--- src/rtl/url_pct_pkg.sv ---
// ----------------------------------------------------------------------------
// url_pct_pkg
// Shared types, character constants and helper functions for the URL
// percent codec.
// ----------------------------------------------------------------------------
package url_pct_pkg;

   localparam logic [7:0] CH_PERCENT = 8'h25;
   localparam logic [7:0] CH_PLUS    = 8'h2B;
   localparam logic [7:0] CH_SPACE   = 8'h20;
   localparam logic [7:0] CH_DASH    = 8'h2D;
   localparam logic [7:0] CH_UNDER   = 8'h5F;
   localparam logic [7:0] CH_DOT     = 8'h2E;
   localparam logic [7:0] CH_TILDE   = 8'h7E;
   localparam logic [7:0] CH_0       = 8'h30;
   localparam logic [7:0] CH_9       = 8'h39;
   localparam logic [7:0] CH_UA      = 8'h41;
   localparam logic [7:0] CH_UF      = 8'h46;
   localparam logic [7:0] CH_UZ      = 8'h5A;
   localparam logic [7:0] CH_LA      = 8'h61;
   localparam logic [7:0] CH_LF      = 8'h66;
   localparam logic [7:0] CH_LZ      = 8'h7A;

   localparam logic [1:0] PHASE_IDLE  = 2'd0;
   localparam logic [1:0] PHASE_PCT   = 2'd1;
   localparam logic [1:0] PHASE_DIGIT = 2'd2;

   localparam logic CSR_DIRECTION      = 1'b0;
   localparam logic CSR_PLUS_FOR_SPACE = 1'b1;

   localparam logic DIR_ENCODE = 1'b0;

   typedef struct packed {
      logic [2:0][7:0] slots;
      logic [1:0]      count;
      logic            eom;
   } job_type;

   function automatic logic is_unreserved(input logic [7:0] c);
      is_unreserved = (c >= CH_0 && c <= CH_9) || (c >= CH_UA && c <= CH_UZ) ||
                      (c >= CH_LA && c <= CH_LZ) || c == CH_DASH ||
                      c == CH_UNDER || c == CH_DOT || c == CH_TILDE;
   endfunction

   // bit 4 set: not a hex digit
   function automatic logic [4:0] hex_value(input logic [7:0] c);
      logic [7:0] d;
      begin
         d = 8'd0;
         if (c >= CH_0 && c <= CH_9) begin
            d = c - CH_0;
         end else if (c >= CH_UA && c <= CH_UF) begin
            d = c - CH_UA + 8'd10;
         end else if (c >= CH_LA && c <= CH_LF) begin
            d = c - CH_LA + 8'd10;
         end else begin
            d = 8'd16;
         end
         hex_value = d[4:0];
      end
   endfunction

   function automatic logic [7:0] hex_char(input logic [3:0] n);
      if (n < 4'd10) begin
         hex_char = CH_0 + {4'd0, n};
      end else begin
         hex_char = CH_UA + {4'd0, n} - 8'd10;
      end
   endfunction

endpackage

--- src/rtl/url_pct_queue.sv ---
// ----------------------------------------------------------------------------
// url_pct_queue
// Small job queue between the classifying front end and the output
// sequencer.
// ----------------------------------------------------------------------------
module url_pct_queue
   import url_pct_pkg::*;
#(
   parameter int DEPTH = 4
) (
   input  logic    clock,
   input  logic    reset,
   input  logic    push,
   input  job_type push_job,
   output logic    full,
   input  logic    pop,
   output job_type pop_job,
   output logic    empty
);

   localparam int PtrW = (DEPTH > 1) ? $clog2(DEPTH) : 1;
   localparam int CntW = $clog2(DEPTH + 1);

   job_type         entry_ff [DEPTH];
   logic [PtrW-1:0] wr_ptr_ff, wr_ptr_in;
   logic [PtrW-1:0] rd_ptr_ff, rd_ptr_in;
   logic [CntW-1:0] count_ff,  count_in;
   logic            do_push, do_pop;

   assign full    = (count_ff == CntW'(DEPTH));
   assign empty   = (count_ff == '0);
   assign do_push = push && !full;
   assign do_pop  = pop && !empty;
   assign pop_job = entry_ff[rd_ptr_ff];

   always_comb begin
      wr_ptr_in = wr_ptr_ff;
      rd_ptr_in = rd_ptr_ff;
      count_in  = count_ff;
      if (do_push) begin
         wr_ptr_in = (wr_ptr_ff == PtrW'(DEPTH - 1)) ? '0 : wr_ptr_ff + 1'b1;
      end
      if (do_pop) begin
         rd_ptr_in = (rd_ptr_ff == PtrW'(DEPTH - 1)) ? '0 : rd_ptr_ff + 1'b1;
      end
      if (do_push && !do_pop) begin
         count_in = count_ff + 1'b1;
      end else if (do_pop && !do_push) begin
         count_in = count_ff - 1'b1;
      end
   end

   always_ff @(posedge clock) begin
      if (reset) begin
         wr_ptr_ff <= '0;
         rd_ptr_ff <= '0;
         count_ff  <= '0;
      end else begin
         wr_ptr_ff <= wr_ptr_in;
         rd_ptr_ff <= rd_ptr_in;
         count_ff  <= count_in;
      end
   end

   always_ff @(posedge clock) begin
      if (do_push) begin
         entry_ff[wr_ptr_ff] <= push_job;
      end
   end

endmodule

--- src/rtl/url_pct_front.sv ---
// ----------------------------------------------------------------------------
// url_pct_front
// Accepts requests, holds the configuration and the escape state, and turns
// each request into a job of zero to three output bytes.
// ----------------------------------------------------------------------------
module url_pct_front
   import url_pct_pkg::*;
(
   input  logic       clock,
   input  logic       reset,
   input  logic       csr_write_enable,
   input  logic       csr_index,
   input  logic       csr_write_data,
   input  logic       req_valid,
   output logic       req_ready,
   input  logic [7:0] req_data_byte,
   input  logic       req_end_of_message,
   input  logic       queue_full,
   output logic       push,
   output job_type    push_job
);

   logic       direction_ff, direction_in;
   logic       plus_ff,      plus_in;
   logic [1:0] phase_ff,     phase_in;
   logic [7:0] held_ff,      held_in;
   logic       accept;
   job_type    job;
   logic [7:0] c;
   logic [7:0] plain;
   logic [4:0] hi;
   logic [4:0] lo;

   assign req_ready = !queue_full;
   assign accept    = req_valid && req_ready;
   assign c         = req_data_byte;
   assign plain     = (plus_ff && c == CH_PLUS) ? CH_SPACE : c;
   assign hi        = hex_value(held_ff);
   assign lo        = hex_value(c);

   always_comb begin
      direction_in = direction_ff;
      plus_in      = plus_ff;
      if (csr_write_enable) begin
         case (csr_index)
            CSR_DIRECTION:      direction_in = csr_write_data;
            CSR_PLUS_FOR_SPACE: plus_in      = csr_write_data;
            default:            ;
         endcase
      end
   end

   always_comb begin
      job.slots = '0;
      job.count = 2'd0;
      job.eom   = req_end_of_message;
      phase_in  = PHASE_IDLE;
      held_in   = held_ff;
      if (direction_ff == DIR_ENCODE) begin
         if (plus_ff && c == CH_SPACE) begin
            job.slots[0] = CH_PLUS;
            job.count    = 2'd1;
         end else if (is_unreserved(c)) begin
            job.slots[0] = c;
            job.count    = 2'd1;
         end else begin
            job.slots[0] = CH_PERCENT;
            job.slots[1] = hex_char(c[7:4]);
            job.slots[2] = hex_char(c[3:0]);
            job.count    = 2'd3;
         end
      end else begin
         case (phase_ff)
            PHASE_PCT: begin
               if (req_end_of_message) begin
                  job.slots[0] = CH_PERCENT;
                  job.slots[1] = plain;
                  job.count    = 2'd2;
               end else begin
                  held_in  = c;
                  phase_in = PHASE_DIGIT;
               end
            end
            PHASE_DIGIT: begin
               if (hi[4]) begin
                  job.slots[0] = 8'd0;
               end else if (lo[4]) begin
                  job.slots[0] = {4'd0, hi[3:0]};
               end else begin
                  job.slots[0] = {hi[3:0], lo[3:0]};
               end
               job.count = 2'd1;
            end
            default: begin
               if (c == CH_PERCENT) begin
                  if (req_end_of_message) begin
                     job.slots[0] = CH_PERCENT;
                     job.count    = 2'd1;
                  end else begin
                     phase_in = PHASE_PCT;
                  end
               end else begin
                  job.slots[0] = plain;
                  job.count    = 2'd1;
               end
            end
         endcase
      end
      if (req_end_of_message) begin
         phase_in = PHASE_IDLE;
      end
   end

   assign push     = accept && (job.count != 2'd0);
   assign push_job = job;

   always_ff @(posedge clock) begin
      if (reset) begin
         direction_ff <= 1'b0;
         plus_ff      <= 1'b0;
         phase_ff     <= PHASE_IDLE;
         held_ff      <= 8'd0;
      end else begin
         direction_ff <= direction_in;
         plus_ff      <= plus_in;
         if (accept) begin
            phase_ff <= phase_in;
            held_ff  <= held_in;
         end
      end
   end

endmodule

--- src/rtl/url_pct_back.sv ---
// ----------------------------------------------------------------------------
// url_pct_back
// Takes jobs from the queue and sends their bytes one per cycle, while
// rsp_ready allows, through a registered response stage.
// ----------------------------------------------------------------------------
module url_pct_back
   import url_pct_pkg::*;
(
   input  logic       clock,
   input  logic       reset,
   input  logic       queue_empty,
   input  job_type    queue_job,
   output logic       pop,
   output logic       rsp_valid,
   input  logic       rsp_ready,
   output logic [7:0] rsp_out_byte,
   output logic       rsp_run_last,
   output logic       rsp_message_end
);

   job_type    job_ff;
   logic       job_valid_ff, job_valid_in;
   logic [1:0] pos_ff, pos_in;
   logic       out_valid_ff, out_valid_in;
   logic [7:0] out_byte_ff;
   logic       out_last_ff;
   logic       out_end_ff;
   logic       load_out;
   logic       emit;
   logic       last;

   assign load_out = !out_valid_ff || rsp_ready;
   assign emit     = job_valid_ff && load_out;
   assign last     = (pos_ff == job_ff.count - 2'd1);
   assign pop      = !queue_empty && (!job_valid_ff || (emit && last));

   always_comb begin
      job_valid_in = job_valid_ff;
      pos_in       = pos_ff;
      out_valid_in = out_valid_ff;
      if (load_out) begin
         out_valid_in = emit;
      end
      if (emit) begin
         if (last) begin
            job_valid_in = 1'b0;
         end else begin
            pos_in = pos_ff + 2'd1;
         end
      end
      if (pop) begin
         job_valid_in = 1'b1;
         pos_in       = 2'd0;
      end
   end

   always_ff @(posedge clock) begin
      if (reset) begin
         job_valid_ff <= 1'b0;
         pos_ff       <= 2'd0;
         out_valid_ff <= 1'b0;
      end else begin
         job_valid_ff <= job_valid_in;
         pos_ff       <= pos_in;
         out_valid_ff <= out_valid_in;
      end
   end

   always_ff @(posedge clock) begin
      if (pop) begin
         job_ff <= queue_job;
      end
      if (emit) begin
         out_byte_ff <= job_ff.slots[pos_ff];
         out_last_ff <= last;
         out_end_ff  <= last && job_ff.eom;
      end
   end

   assign rsp_valid       = out_valid_ff;
   assign rsp_out_byte    = out_byte_ff;
   assign rsp_run_last    = out_last_ff;
   assign rsp_message_end = out_end_ff;

endmodule

--- src/rtl/url_percent_codec.sv ---
// ----------------------------------------------------------------------------
// url_percent_codec
// Byte-stream URL percent encoder and decoder.
// ----------------------------------------------------------------------------
// Each request carries one message byte and produces one to three response
// bytes in encode mode, and zero to two in decode mode. The response side
// sends one byte per cycle while rsp_ready allows it: a byte that passes
// yields one response byte, an escaped byte three. Requests are classified
// on entry and queued as jobs (QUEUE_DEPTH entries), so requests keep
// arriving while escapes drain until the queue is full; a request that
// yields no byte queues no job. From request to first response byte the
// data passes the queue entry, the job register and the output register.
module url_percent_codec
   import url_pct_pkg::*;
#(
   parameter int QUEUE_DEPTH = 4
) (
   input  logic       clock,
   input  logic       reset,
   input  logic       csr_write_enable,
   input  logic       csr_index,
   input  logic       csr_write_data,
   input  logic       req_valid,
   output logic       req_ready,
   input  logic [7:0] req_data_byte,
   input  logic       req_end_of_message,
   output logic       rsp_valid,
   input  logic       rsp_ready,
   output logic [7:0] rsp_out_byte,
   output logic       rsp_run_last,
   output logic       rsp_message_end
);

   logic    push;
   job_type push_job;
   logic    queue_full;
   logic    pop;
   job_type pop_job;
   logic    queue_empty;

   url_pct_front u_front (
      .clock              (clock),
      .reset              (reset),
      .csr_write_enable   (csr_write_enable),
      .csr_index          (csr_index),
      .csr_write_data     (csr_write_data),
      .req_valid          (req_valid),
      .req_ready          (req_ready),
      .req_data_byte      (req_data_byte),
      .req_end_of_message (req_end_of_message),
      .queue_full         (queue_full),
      .push               (push),
      .push_job           (push_job)
   );

   url_pct_queue #(
      .DEPTH (QUEUE_DEPTH)
   ) u_queue (
      .clock    (clock),
      .reset    (reset),
      .push     (push),
      .push_job (push_job),
      .full     (queue_full),
      .pop      (pop),
      .pop_job  (pop_job),
      .empty    (queue_empty)
   );

   url_pct_back u_back (
      .clock           (clock),
      .reset           (reset),
      .queue_empty     (queue_empty),
      .queue_job       (pop_job),
      .pop             (pop),
      .rsp_valid       (rsp_valid),
      .rsp_ready       (rsp_ready),
      .rsp_out_byte    (rsp_out_byte),
      .rsp_run_last    (rsp_run_last),
      .rsp_message_end (rsp_message_end)
   );

endmodule
--- config.mk ---
export PLATFORM = sky130hd
export DESIGN_NAME = url_percent_codec
export DESIGN_NICKNAME = d
export VERILOG_FILES = /design/src/rtl/url_pct_pkg.sv /design/src/rtl/url_pct_queue.sv /design/src/rtl/url_pct_front.sv /design/src/rtl/url_pct_back.sv /design/src/rtl/url_percent_codec.sv
export SDC_FILE = /design/constraint.sdc
export NUM_CORES = 1
export LEC_CHECK = 0
export BUFFER_PORTS_ARGS = -buffer_cell sky130_fd_sc_hd__buf_4
export CORE_MARGIN = 4
export CORE_UTILIZATION = 30
export DETAILED_ROUTE_END_ITERATION = 7
export SLEW_MARGIN = 40
export SYNTH_ARGS = -nofsm -noshare
export SYNTH_HDL_FRONTEND = slang
export SYNTH_SLANG_ARGS = --single-unit
--- constraint.sdc ---
create_clock -name clock -period 4.94 [get_ports clock]
set_input_delay 0.741 -clock clock [delete_from_list [all_inputs] [get_ports clock]]
set_output_delay 0.741 -clock clock [all_outputs]
set_load 0.05 [all_outputs]
Yosys cells after proc, flatten, opt, wreduce, memory -nomap -nowiden. Memory sizes are Yosys's and may differ from the RTL's. A register that Yosys moved wholly into a read port is not among the register bits. Index checks and enable logic that the tools add are counted.

Multiply operators: 0. Add/subtract/negate cells: 22. Equal/unequal tests: 13. Order comparisons: 17. Bitwise gates (word level): 3. Reductions and logical operators: 45. Divide/modulo/power cells: 0. Shift-type cells: 0. Muxes and demuxes: 37.

Operator list (count): two-way mux 8 bit (9); less-or-equal comparator 8 x 7 -> 1 bit (second input constant) (6); == test 8 x 6 -> 1 bit (second input constant) (5); two-way mux 18 bit (2); >= comparator 8 x 7 -> 1 bit (second input constant) (4); two-way mux 16 bit (2); two-way mux 10 bit (3); two-way mux 5 bit (6); adder 5 x 4 -> 5 bit (second input constant) (4); logical AND 1 bit (20); case mux 10 bit (2 select lines) (1); subtractor 5 x 1 -> 5 bit (second input constant) (4); adder 7 x 4 -> 8 bit (first input constant) (2); binary-select mux 8 bit (select 2 bit) (1); == test 8 x 7 -> 1 bit (second input constant) (2); >= comparator 8 x 6 -> 1 bit (second input constant) (2); less-or-equal comparator 8 x 6 -> 1 bit (second input constant) (2); subtractor 8 x 4 -> 8 bit (second input constant) (2); adder 6 x 4 -> 7 bit (first input constant) (2); subtractor 5 bit (second input constant) (2); logical OR 1 bit (8); less-than comparator 4 bit (second input constant) (2); two-way mux 2 bit (4); AND reduction 2 bit (4); other kinds (18) (38).

Bits in latches: 0. Bits in writable memories: 108. Input port bits: 16. Output and inout bits: 12. ROM bits: 0. Memories kept: 1. Register bits: 33. Logic and storage cells: 151.

Memory list: u_queue.entry_ff (depth 4, bits a word 27, rd ports 1, clocked after memory_dff 1, wr ports 1, RTL line url_pct_queue.sv:24) `job_type entry_ff [DEPTH];`.

Depth between registers and ports, before layout.
Depth after elaboration: 18. Depth in mapped cells: 13. Depth with buffers taken out: 12.

By module. Synthesis repeated with hierarchy kept, for this count alone.

Cells, all modules: 558. Area, all modules: 7823.8 um^2.

By module, submodules not included: url_pct_queue (sequential area each 3423.3 um^2, instances 1, area an instance 4399.2 um^2, cells an instance 191); url_pct_front (sequential area each 240.2 um^2, instances 1, area an instance 1891.8 um^2, cells an instance 272); url_pct_back (sequential area each 1191.1 um^2, instances 1, area an instance 1532.7 um^2, cells an instance 95).

Worst setup path before layout. No wires, ideal clock.

Kind: in2reg. Start point: input rsp_ready. End point: register u_queue.count_ff[2]. Setup time: 0.071 ns. Data required time: 4.869 ns. Stages on the path: 10. Buffers on the path: 0. Data arrival time: 3.632 ns. Setup slack: 1.238 ns. Cells stage by stage: nand2b_1 -> nand2_1 -> a21oi_1 -> inv_1 -> ha_1 -> inv_1 -> fa_1 -> xor2_1 -> or3_1 -> a21oi_1.

Cells in the longest elaborated chain, start to end: 9. Elaborated cells on any way between the ends: 11. Classes of those cells: 1 x mux; 10 x reduce/logical.

RTL lines: from (decl) (RTL line url_percent_codec.sv:28) `input logic rsp_ready,`; logical OR 1 bit (*) (RTL line url_pct_back.sv:32) `assign load_out = !out_valid_ff || rsp_ready;`; logical AND 1 bit (*) (RTL line url_pct_back.sv:33) `assign emit = job_valid_ff && load_out;`; logical AND 1 bit (*) (RTL line url_pct_back.sv:35) `assign pop = !queue_empty && (!job_valid_ff || (emit && last));`; logical OR 1 bit (*) (RTL line url_pct_back.sv:35); logical AND 1 bit (*) (RTL line url_pct_back.sv:35); named net pop (RTL line url_percent_codec.sv:37) `logic pop;`; logical AND 1 bit (*) (RTL line url_pct_queue.sv:33) `assign do_pop = pop && !empty;`; logical NOT 1 bit (RTL line url_pct_queue.sv:46) `if (do_push && !do_pop) begin`; logical AND 1 bit (RTL line url_pct_queue.sv:46); two-way mux 3 bit / nonzero test 2 bit (equally long branches); to (signal assigned) (RTL line url_pct_queue.sv:61) `count_ff <= count_in;`; to (decl) (RTL line url_pct_queue.sv:27) `logic [CntW-1:0] count_ff, count_in;`.

The timed path passes the listed nets; every way through them passes the cells marked *. A chain may end at the register's enable or synchronous reset.

==> out/results.ini <==
[status]
status = finished clean

[critical_path]
path_max_fanout = 15
crit_path_end_kind = flop
worst_r2r_endpoint = u_queue.count_ff[2]$_SDFFE_PP0P_
critPathSlowestCell = or3_1
max_stage_delay_ps = 590
cp_data_required_time_ps = 5110
reg2reg_slack_ps = 1770
r2r-start = u_front.phase_ff[0]$_SDFFE_PP0P_
rr_worst_depth = 11
startpoint_type = input pin
critical_path_class = in -> reg
crit_arrival_ps = 3470
crit_chain = buf_4, inv_1, ha_1, nor4b_1, o21ai_0, a32oi_1, o221ai_2, or3_1, a211oi_1
critPathLaunch = req_data_byte[1]
crit_path_end = u_queue.entry_ff[0][20]$_DFFE_PP_

[clock_network]
clockRootBuffer = clkbuf_16
h-tree-depth = 4
holdBufCountCts = 0
numCtsBuffers = 17
post_cts_buffers = 0
clk_latency_ps = 420
clock-sinks = 163
cts_resized = 0
clk_pin_slew_ps = 60
clockBufferDepth = 2
cts_tree = yes

[synthesis]
synth_top_cell_by_area = edfxtp_1
synthArstFlopShare_pct = 0
synth.cell_area_sq_um = 7320
yosys-top-cells-area = edfxtp_1 57%, mux4_2 8.0%, dfxtp_1 6.3%
yosys_warnings = 0
avgSynthCellArea_sq_um = 14.0
post-synth-top-area-fraction_pct = 57.4
synth_ff_type = edfxtp_1
synth_edf_count = 140
synth_fp_nets = 559
synth_cells = 521
synth-seq-cells = 163
synth_cell_type_count = 58
ys_seq_area_share_pct = 63.7

[drt]
ant_nets = 0
dr.pass1.iters = 5
wirelength_um = 15200
wl_per_cell_um = 17.3
viasPerCell = 4.99
vias = 4391
drc_errors = 0
drtIter0Drc = 377

[global_route]
grt_max_degree = 32
antenna_found_initial = 0
grtUsageTotal_pct = 11.7
grt_pass1_vias = 4393
grt_pass1_wl_um = 24300
overflow = 0

[cells_and_area]
drive_above_1_share_pct = 17.3
antenna_cells = 0
syn_to_final_growth_pct = 14.6
final_nets = 587
layout_common_cells = 140 x edfxtp_1, 42 x nor2_1, 34 x nand2_1
final_common_cell = edfxtp_1
nFillCells = 2251
final_util_pct = 35.3

[pwr]
vdd_ir_drop_max_mv = 0.237
power_leakage_uw = 0.00282
powerDensity_nw_per_um2 = 500
total_power_uw = 4190

[sta]
hold_slack_ps = 491
finalMaxSlewViolations = 0
layout_min_cycle_time_ps = 3300
rsz0062_at_grt = false
max_slew_margin_pct = 54.1
hold_violations = 0
finalSetupTns_ps = 0
fin_skew_ps = 12.3
worst_slew_pin_slew_ps = 686
max_freq_mhz = 303
setup-violations-final = 0
fin_ws_ps = 1640
finalCritPeriodShare_pct = 66.9

[floorplan]
initial_core_util_pct = 30.8
num_rows = 56
die_h_um = 164
die_width_um = 164
io_pins = 28
dieArea_sq_um = 27000
fp.coreArea_sq_um = 23800

[placed_design]
port_buffers = 27
gp_congestion = 0.878
pre_cts_ws_ps = 1280
dp.final_hpwl_um = 10300

[min_path]
hp-class = reg -> reg
worstHoldPathCells = 2

[flow_run]
drv_cap = 0

worst min-delay path by stage:
stage | startpoint | endpoint | slack [ps]
2_1_floorplan | u_front.plus_ff$_SDFFE_PP0P_ | u_front.plus_ff$_SDFFE_PP0P_ | 440
3_3_place_gp | u_front.phase_ff[1]$_SDFFE_PP0P_ | u_front.phase_ff[1]$_SDFFE_PP0P_ | 460
3_5_place_dp | u_back.job_valid_ff$_SDFFE_PP0P_ | u_back.rsp_valid$_SDFFE_PP0P_ | 480
4_1_cts | u_back.job_valid_ff$_SDFFE_PP0P_ | u_back.rsp_valid$_SDFFE_PP0P_ | 490
5_1_grt | u_front.plus_ff$_SDFFE_PP0P_ | u_front.plus_ff$_SDFFE_PP0P_ | 520
6_report | u_back.job_valid_ff$_SDFFE_PP0P_ | u_back.rsp_valid$_SDFFE_PP0P_ | 490
logic make-up (layout without fill, tap and decap cells):
group                    after synthesis  count (layout)  share of synthesized area (%)
AO/OA/AOI/OAI                         99              99                           8.63
adder cells (fa/ha/maj)               22              22                           3.86
XOR/XNOR                               9               9                           1.08
buffers and inverters                 42              82                           2.50
AND/OR/NAND/NOR                      141             141                           9.59
flip-flops                           163             163                           63.7
multiplexers                          45              45                           10.6
flip-flops by register name (all words and copies together) (netlist names):
register / count
u_queue.count_ff: 3
u_front.direction_ff: 1
u_back.pos_ff: 2
u_queue.rd_ptr_ff: 2
u_back.job_ff: 26
u_queue.entry_ff: 104
u_back.rsp_valid: 1
u_queue.wr_ptr_ff: 2
u_front.plus_ff: 1
u_front.phase_ff: 2
u_back.job_valid_ff: 1
u_back.rsp_run_last: 1
u_front.held_ff: 8
u_back.rsp_out_byte: 8
u_back.rsp_message_end: 1
Yosys cell counts, types with 4 or more instances:
cell,n
o21ai_1,4
nand2_1,34
mux2i_1,18
o21ai_0,23
xnor2_1,6
buf_2,8
and2_1,8
dfxtp_1,23
nor3_1,11
clkbuf_1,13
a31oi_1,4
nor2b_1,10
and3_1,6
o21a_1,4
nor4b_1,4
mux4_2,26
a22o_1,4
nor2_1,42
inv_1,18
ha_1,21
a21oi_1,30
nand3_1,8
edfxtp_1,140
power by group:
| group | leakage, uW | switching [uW] | internal, uW |
|---|---|---|---|
| Combinational | 0.00107 | 576 | 405 |
| Clock | 0.000252 | 535 | 643 |
| Sequential | 0.00149 | 160 | 1870 |
| Total | 0.00282 | 1270 | 2920 |
worst max-delay path, delay by kind of cell:
family	cells	cell delay, ps
adders and majority gates	1	300
and+or+nand+nor	2	1030
buffers and inverters	2	360
AOI/OAI and AO/OA	4	1010
through the flow:
stage | instances | instance area (sq um)
floorplan | 521 | 7320
global placement | 849 | 7860
detailed placement | 849 | 7860
CTS | 880 | 8390
global route | 880 | 8390
finish | 880 | 8390
layout make-up:
cell class | count | area [sq um] | area share (%)
sequential | 163 | 4670 | 55.7
multi-input combinational | 316 | 2480 | 29.5
clock buffer | 17 | 425 | 5.07
tap | 319 | 399 | 4.76
timing repair buffer | 33 | 248 | 2.95
clock inverter | 14 | 101 | 1.21
inverter | 18 | 67.6 | 0.806
metal layers:
metal  wire length, um  track usage (%)  up-vias
met3               966             2.84       23
li1                  -                -     2045
met5                 0                0        -
met2              7090             18.3      151
met1              6890             15.9     2172
met4               281             4.50        0
No activity file was read; power rests on OpenSTA's default activity.
